File: src/rtl/core/sha256_pkg.sv
package sha256_pkg;

	localparam logic [31:0] RoundK [64] = '{
		32'h428a2f98, 32'h71374491, 32'hb5c0fbcf, 32'he9b5dba5,
		32'h3956c25b, 32'h59f111f1, 32'h923f82a4, 32'hab1c5ed5,
		32'hd807aa98, 32'h12835b01, 32'h243185be, 32'h550c7dc3,
		32'h72be5d74, 32'h80deb1fe, 32'h9bdc06a7, 32'hc19bf174,
		32'he49b69c1, 32'hefbe4786, 32'h0fc19dc6, 32'h240ca1cc,
		32'h2de92c6f, 32'h4a7484aa, 32'h5cb0a9dc, 32'h76f988da,
		32'h983e5152, 32'ha831c66d, 32'hb00327c8, 32'hbf597fc7,
		32'hc6e00bf3, 32'hd5a79147, 32'h06ca6351, 32'h14292967,
		32'h27b70a85, 32'h2e1b2138, 32'h4d2c6dfc, 32'h53380d13,
		32'h650a7354, 32'h766a0abb, 32'h81c2c92e, 32'h92722c85,
		32'ha2bfe8a1, 32'ha81a664b, 32'hc24b8b70, 32'hc76c51a3,
		32'hd192e819, 32'hd6990624, 32'hf40e3585, 32'h106aa070,
		32'h19a4c116, 32'h1e376c08, 32'h2748774c, 32'h34b0bcb5,
		32'h391c0cb3, 32'h4ed8aa4a, 32'h5b9cca4f, 32'h682e6ff3,
		32'h748f82ee, 32'h78a5636f, 32'h84c87814, 32'h8cc70208,
		32'h90befffa, 32'ha4506ceb, 32'hbef9a3f7, 32'hc67178f2
	};

	localparam logic [31:0] InitHash [8] = '{
		32'h6a09e667, 32'hbb67ae85, 32'h3c6ef372, 32'ha54ff53a,
		32'h510e527f, 32'h9b05688c, 32'h1f83d9ab, 32'h5be0cd19
	};

	localparam logic [7:0] PadByte = 8'h80;

	// Word handed from the front to the back: one full block.
	typedef struct packed {
		logic [15:0][31:0] words;
		logic              final_blk;
	} blk_t;

	typedef enum logic [1:0] {
		FR_FILL,
		FR_PAD,
		FR_LEN
	} front_state_t;

	typedef enum logic [1:0] {
		BK_IDLE,
		BK_ROUND,
		BK_ADD,
		BK_OUT
	} back_state_t;

	function automatic logic [31:0] ror(input logic [31:0] x, input int r);
		ror = (x >> r) | (x << (32 - r));
	endfunction

endpackage

File: src/rtl/core/sha256_front.sv
module sha256_front (
	input  logic                  clk,
	input  logic                  arst_n,
	input  logic [7:0]            data_byte,
	input  logic                  has_byte,
	input  logic                  end_of_message,
	input  logic                  in_valid,
	output logic                  in_stall,
	output logic                  blk_valid,
	output sha256_pkg::blk_t      blk,
	input  logic                  blk_stall
);
	import sha256_pkg::*;

	front_state_t      state_q, state_d;
	logic [15:0][31:0] words_q;
	logic [5:0]        cnt_q;
	logic [63:0]       len_q;
	logic              pend_q;
	logic              full_q;
	logic              fin_q;

	logic        take;
	logic        push_en;
	logic [7:0]  push_byte;
	logic [5:0]  pos;

	assign pos = cnt_q;
	// The output block register must be free before anything is pushed.
	assign in_stall = full_q || (state_q != FR_FILL) || pend_q;
	assign take     = in_valid && !in_stall;

	// Next state; the pad byte may already have landed on byte 55
	always_comb begin
		state_d = state_q;
		unique case (state_q)
			FR_FILL: if (pend_q && !full_q) state_d = FR_PAD;
			FR_PAD:  if (!full_q && (cnt_q == 6'd55 || cnt_q == 6'd56)) state_d = FR_LEN;
			FR_LEN:  if (!full_q) state_d = FR_FILL;
			default: state_d = FR_FILL;
		endcase
	end

	// Byte source for the block register
	always_comb begin
		push_en   = 1'b0;
		push_byte = 8'h00;
		unique case (state_q)
			FR_FILL: begin
				if (pend_q && !full_q) begin
					push_en   = 1'b1;
					push_byte = PadByte;
				end else if (take && has_byte) begin
					push_en   = 1'b1;
					push_byte = data_byte;
				end
			end
			FR_PAD:  push_en = !full_q && cnt_q != 6'd56;
			default: push_en = 1'b0;
		endcase
	end

	always_ff @(posedge clk or negedge arst_n) begin
		if (!arst_n) begin
			state_q <= FR_FILL;
			cnt_q   <= '0;
			len_q   <= '0;
			pend_q  <= 1'b0;
			full_q  <= 1'b0;
			fin_q   <= 1'b0;
		end else begin
			state_q <= state_d;
			if (full_q && !blk_stall) full_q <= 1'b0;
			if (take && has_byte) len_q <= len_q + 64'd8;
			if (take && end_of_message) pend_q <= 1'b1;
			if (state_q == FR_FILL && pend_q && !full_q) pend_q <= 1'b0;
			if (push_en) begin
				cnt_q <= cnt_q + 6'd1;
				if (cnt_q == 6'd63) begin
					full_q <= 1'b1;
					fin_q  <= 1'b0;
				end
			end
			if (state_q == FR_LEN && !full_q) begin
				full_q <= 1'b1;
				fin_q  <= 1'b1;
				cnt_q  <= '0;
				len_q  <= '0;
			end
		end
	end

	// Block payload
	always_ff @(posedge clk) begin
		if (push_en) begin
			if (pos[1:0] == 2'd0)
				words_q[pos[5:2]] <= {push_byte, 24'h0};
			else
				words_q[pos[5:2]][8'd31 - {pos[1:0], 3'd0} -: 8] <= push_byte;
		end
		if (state_q == FR_LEN && !full_q) begin
			words_q[14] <= len_q[63:32];
			words_q[15] <= len_q[31:0];
		end
	end

	assign blk_valid      = full_q;
	assign blk.words      = words_q;
	assign blk.final_blk  = fin_q;

endmodule

File: src/rtl/core/sha256_back.sv
module sha256_back (
	input  logic             clk,
	input  logic             arst_n,
	input  logic             blk_valid,
	input  sha256_pkg::blk_t blk,
	output logic             blk_stall,
	output logic [31:0]      digest_word,
	output logic             last_word,
	output logic             out_valid,
	input  logic             out_stall
);
	import sha256_pkg::*;

	back_state_t       state_q, state_d;
	logic [7:0][31:0]  h_q;
	logic [7:0][31:0]  v_q;
	logic [15:0][31:0] w_q;
	logic [5:0]        rnd_q;
	logic [2:0]        oidx_q;
	logic              fin_q;

	logic        take;
	logic [31:0] s0, s1, wnext, big0, big1, ch, maj, t1, t2;

	assign blk_stall = state_q != BK_IDLE;
	assign take      = blk_valid && state_q == BK_IDLE;
	assign out_valid = state_q == BK_OUT;
	assign digest_word = h_q[oidx_q];
	assign last_word   = oidx_q == 3'd7;

	// Schedule and round datapath
	always_comb begin
		s0    = ror(w_q[1], 7) ^ ror(w_q[1], 18) ^ (w_q[1] >> 3);
		s1    = ror(w_q[14], 17) ^ ror(w_q[14], 19) ^ (w_q[14] >> 10);
		wnext = w_q[0] + s0 + w_q[9] + s1;
		big1  = ror(v_q[4], 6) ^ ror(v_q[4], 11) ^ ror(v_q[4], 25);
		ch    = (v_q[4] & v_q[5]) ^ (~v_q[4] & v_q[6]);
		t1    = v_q[7] + big1 + ch + RoundK[rnd_q] + w_q[0];
		big0  = ror(v_q[0], 2) ^ ror(v_q[0], 13) ^ ror(v_q[0], 22);
		maj   = (v_q[0] & v_q[1]) ^ (v_q[0] & v_q[2]) ^ (v_q[1] & v_q[2]);
		t2    = big0 + maj;
	end

	// Next state
	always_comb begin
		state_d = state_q;
		unique case (state_q)
			BK_IDLE:  if (take) state_d = BK_ROUND;
			BK_ROUND: if (rnd_q == 6'd63) state_d = BK_ADD;
			BK_ADD:   state_d = fin_q ? BK_OUT : BK_IDLE;
			BK_OUT:   if (!out_stall && oidx_q == 3'd7) state_d = BK_IDLE;
			default:  state_d = BK_IDLE;
		endcase
	end

	always_ff @(posedge clk or negedge arst_n) begin
		if (!arst_n) begin
			state_q <= BK_IDLE;
			rnd_q   <= '0;
			oidx_q  <= '0;
			fin_q   <= 1'b0;
			for (int i = 0; i < 8; i++) h_q[i] <= InitHash[i];
		end else begin
			state_q <= state_d;
			if (take) begin
				fin_q <= blk.final_blk;
				rnd_q <= '0;
			end
			if (state_q == BK_ROUND) rnd_q <= rnd_q + 6'd1;
			if (state_q == BK_ADD)
				for (int i = 0; i < 8; i++) h_q[i] <= h_q[i] + v_q[i];
			if (state_q == BK_OUT && !out_stall) begin
				oidx_q <= oidx_q + 3'd1;
				if (oidx_q == 3'd7)
					for (int i = 0; i < 8; i++) h_q[i] <= InitHash[i];
			end
		end
	end

	// Working variables and schedule window; word 0 is the first of the block
	always_ff @(posedge clk) begin
		if (take) begin
			w_q <= blk.words;
			v_q <= h_q;
		end else if (state_q == BK_ROUND) begin
			for (int i = 0; i < 15; i++) w_q[i] <= w_q[i + 1];
			w_q[15] <= wnext;
			v_q[7] <= v_q[6];
			v_q[6] <= v_q[5];
			v_q[5] <= v_q[4];
			v_q[4] <= v_q[3] + t1;
			v_q[3] <= v_q[2];
			v_q[2] <= v_q[1];
			v_q[1] <= v_q[0];
			v_q[0] <= t1 + t2;
		end
	end

endmodule

File: src/rtl/core/sha256_message_hasher.sv
// SHA-256 hasher, one message byte per input word.
// Input channel: data_byte/has_byte/end_of_message with in_valid/in_stall.
// A word with has_byte set appends data_byte; end_of_message closes the
// message (after its byte, if any). An idle word changes nothing.
// Output channel: eight words digest_word H0..H7, last_word on H7,
// with out_valid/out_stall.
// Front: packs bytes into a 64-byte block register, then pads (one pad byte
// per cycle while the block register is free) and inserts the bit length.
// A full block register is the queue toward the back; the front stalls while
// it is occupied. Back: 64 rounds, one per cycle, then one hash update.
// Bytes take one cycle each while the block register is free, also while the
// back works on the previous block.
// After end_of_message the digest follows padding, one or two compressions,
// then eight words, held while out_stall is high.
// Reset restores the initial hash and empties all queues.
module sha256_message_hasher (
	input  logic        clk,
	input  logic        arst_n,
	input  logic [7:0]  data_byte,
	input  logic        has_byte,
	input  logic        end_of_message,
	input  logic        in_valid,
	output logic        in_stall,
	output logic [31:0] digest_word,
	output logic        last_word,
	output logic        out_valid,
	input  logic        out_stall
);
	import sha256_pkg::*;

	blk_t blk;
	logic blk_valid, blk_stall;

	sha256_front u_front (
		.clk, .arst_n, .data_byte, .has_byte, .end_of_message,
		.in_valid, .in_stall, .blk_valid, .blk, .blk_stall
	);

	sha256_back u_back (
		.clk, .arst_n, .blk_valid, .blk, .blk_stall,
		.digest_word, .last_word, .out_valid, .out_stall
	);

	// A queued block stays until the back takes it.
	a_blk_hold: assert property (@(posedge clk) disable iff (!arst_n)
		blk_valid && blk_stall |=> blk_valid)
		else $error("queued block dropped");

	// Once the last word is taken, results are no longer offered.
	a_last: assert property (@(posedge clk) disable iff (!arst_n)
		last_word && out_valid && !out_stall |=> !out_valid)
		else $error("digest overrun");

endmodule
File: config.mk
export PLATFORM = sky130hd
export DESIGN_NAME = sha256_message_hasher
export DESIGN_NICKNAME = d
export VERILOG_FILES = /design/src/rtl/core/sha256_pkg.sv /design/src/rtl/core/sha256_front.sv /design/src/rtl/core/sha256_back.sv /design/src/rtl/core/sha256_message_hasher.sv
export SDC_FILE = /design/constraint.sdc
export NUM_CORES = 2
export LEC_CHECK = 0
export BUFFER_PORTS_ARGS = -buffer_cell sky130_fd_sc_hd__buf_4
export CORE_MARGIN = 8
export CORE_UTILIZATION = 35
export DETAILED_ROUTE_END_ITERATION = 10
export MAX_ROUTING_LAYER = met4
export PLACE_DENSITY = 0.48
export SLEW_MARGIN = 20
export SYNTH_ARGS = -nofsm -noshare
export SYNTH_HDL_FRONTEND = slang
export SYNTH_SLANG_ARGS = --single-unit
File: constraint.sdc
create_clock -name clk -period 32.6 [get_ports clk]
set_input_delay 8.15 -clock clk [delete_from_list [all_inputs] [get_ports clk]]
set_output_delay 8.15 -clock clk [all_outputs]
set_load 0.02 [all_outputs]
==> key figures <==
Synth
  • Top post-synthesis cells by area: edfxtp_1 41%, nand2_1 11%, dfrtp_1 5.4%
  • Yosys reg bits: 1620
  • Post-synth EDFFs: 1280
  • Synth area leader: edfxtp_1
  • Most frequent cell after synthesis: nand2_1
  • Synth top cells by count: 2757 x nand2_1, 1280 x edfxtp_1, 842 x nor2_1, 503 x a21oi_1, 445 x clkbuf_1
  • Top FF cell, synth: edfxtp_1
  • Mapped cell area: about 95000 µm²
  • Yosys warns: 0
  • Share of Yosys cell area claimed by the top area cell type: 40.6%
  • Async S/R FF share, synth: 21.0%
  • Synth Net Count: 10.3k
  • Mapped Cells: between 9k and 10k
  • Syn avg cell area: between 9 and 10 µm²
  • Post-synthesis sequential area ratio: 49.8%
  • Synth cell types: 106

Global routing
  • Gr usage total: 23.6%
  • First-pass GRT wire length: 490 mm
  • Antenna violations before repair: 13
  • GRT overflow: 0
  • Vias in the first global route: slightly above 70k
  • Largest net degree at the start of global routing: between 150 and 200

Routing
  • DRT met1 WL: 141 mm
  • Final ANT Viol Nets: 0
  • Uppermost layer routed: met4
  • First DRT Iteration DRCs: 6121
  • Wire per inst: 25.4 µm
  • First-pass iteration count of the detailed router: 6
  • Drt via density: 5.39
  • DRC Markers: 0
  • Via count: 71.8k
  • Final Routed Wirelength: 339 mm
  • WL met3: between 15 and 20 mm
  • Met2 wire len: roughly 160 mm

Die
  • Number of primary I/O pins: 49
  • Die width: 536 µm
  • Initial Util: 35.1%
  • Die H: 536 µm
  • DIE AREA: 287000 µm²
  • Row Count: 191
  • Core area: roughly 270000 µm²

Critical path
  • Worst setup EP type: primary output
  • Critical path data required time: 24.45 ns
  • Critical path class: flop to primary output
  • Crit Path Max Fanout: 34
  • Worst r2r path cells: 38
  • Reg2Reg Setup Slack: 21.55 ns
  • Worst Path Arrival: 3.77 ns
  • CP startpoint kind: flop

Place
  • HPWL after detailed placement: about 240 mm
  • Gp weighted congestion: 0.970
  • Port-buffer cells: 48
  • DP Cell Count: 13.0k

STA
  • Part of the cycle the worst path needs: 36.6%
  • Final setup violation count: 0
  • F_max: 0.0839 GHz
  • RSZ-0062 raised after global routing: false
  • Final setup TNS: 0 ns
  • Final hold vios: 0
  • Relative slew slack: a little under a fifth
  • Worst Skew: approximately 0.087 ns
  • Post-route minimum period: 11.92 ns
  • Max Slew Vio Count: 0
  • Worst Max-Slew Pin Slew: 1.22 ns

Clocking
  • Clk Latency, worst-skew pair: about 0.90 ns
  • TritonCTS clock tree: yes
  • Hold Buf Count CTS: 0
  • CTS Sinks: ~1.6k
  • # Post-CTS Setup Buffers: 0
  • H-tree depth: 4
  • Max clock buf depth: 4
  • Clk pin slew, worst setup/hold paths: roughly 0.060 ns
  • Root Driver: clkbuf_16
  • Post-CTS Resized: 0
  • CTS Buf Count: 195

Min path
  • Hold Crit Depth: 2
  • Hold crit path type: flop to flop

Job
  • Max-cap violations: 0

Final layout
  • Layout Cells excl Fill: between 10k and 15k
  • Multi-input gate area: 44500 µm²
  • Share of cells above drive strength 1: 7.84%
  • Reg area: 47100 µm²
  • NumNets Final: 10.2k
  • Area Growth Syn to Fin: 10.9%
  • Filler cells: 26.6k

Outcome
  • Status: finished clean
==> path summary, 6_finish.rpt <==
check | from | endpoint
hold / removal | u_back.w_q[429]$_DFFE_PP_ | u_back.w_q[397]$_DFFE_PP_
hold reg to reg | u_back.w_q[429]$_DFFE_PP_ | u_back.w_q[397]$_DFFE_PP_
setup / recovery | u_back.oidx_q[0]$_DFFE_PN0P_ | digest_word[0]
max in group asynchronous | arst_n | u_back.rnd_q[3]$_DFFE_PN0P_
min in group asynchronous | arst_n | u_back.h_q[33]$_DFF_PN0_
setup reg to reg | u_back.rnd_q[0]$_DFFE_PN0P_ | u_back.v_q[31]$_DFFE_PP_
==> area by class of cell <==
| class | instances | area share (%) |
|---|---|---|
| diodes | 4 | 0.00953 |
| clock buffers | 261 | 5.04 |
| clock inverters | 84 | 0.838 |
| inverters | 368 | 1.32 |
| multi-input cells | 7230 | 42.4 |
| flip-flops and latches | 1620 | 44.9 |
| well taps | 3570 | 4.25 |
| repair buffers | 170 | 1.28 |
==> per-stage QoR <==
| stage | util (%) | setup slack, ns | hold slack [ns] | cell area, µm² |
|---|---|---|---|---|
| 6_report | 38.9 | 20.68 | 0.468 | 105000 |
| 2_1_floorplan | - | 15.79 | 0.439 | 94700 |
| 5_1_grt | 38.9 | 20.46 | 0.501 | 105000 |
| 3_5_place_dp | 36.6 | 20.50 | 0.493 | 98800 |
| 4_1_cts | 38.9 | 20.51 | 0.466 | 105000 |
| 3_3_place_gp | 36.6 | 20.59 | 0.488 | 98800 |
==> cell families after synthesis <==
group	Yosys count	share of synthesized area, %
xor+xnor	603	5.58
mux	150	2.59
flops	1620	49.8
fa+ha+maj	597	9.43
simple gates	4201	18.1
buf+inv	846	3.36
compound gates	1679	11.1
==> layout by cell type (no fill, tap or decap), types with 57 or more instances in the layout <==
cell       netlist  layout
a21o_1         182     182
a21oi_1        503     503
o211ai_1       118     118
clkbuf_16        0     196
ha_1           400     399
a211oi_1        57      57
fa_1           195     195
xnor2_1        365     365
nor3_1          81      75
o21ai_0        404     401
nor2_1         842     835
dfstp_2        136     136
buf_4            2     164
nand2b_1        72      72
xor2_1         238     238
dfrtp_1        204     200
inv_1          366     365
nand3_1        137     137
nand2_1       2757    2754
mux4_2          72      72
o21a_1          64      64
edfxtp_1      1280    1280
==> metal layers <==
layer,global-route usage (%),vias up
met5,-,-
li1,-,33164
met1,29.5,35598
met2,38.9,2366
met3,2.79,639
met4,9.94,0
==> state kept, by name, indices dropped and copies added, names as in the netlist <==
signal	flops
u_front.pend_q	1
u_front.blk_valid	1
u_back.h_q	256
u_front.blk	512
u_back.oidx_q	3
u_front.cnt_q	6
u_back.rnd_q	6
u_back.v_q	256
u_front.fin_q	1
u_back.fin_q	1
u_back.state_q	2
u_front.len_q	61
u_front.state_q	2
u_back.w_q	512
==> worst max-delay path, stage by stage (launching register included) <==
cell	delay [ns]
dfrtp_4	0.97
buf_4	0.74
mux4_2	0.59
mux2_2	0.35
buf_4	0.19
Power is left out: the tool's default activity adds up to more than one toggle a clock period on the data nets, which glitch-free logic cannot reach.
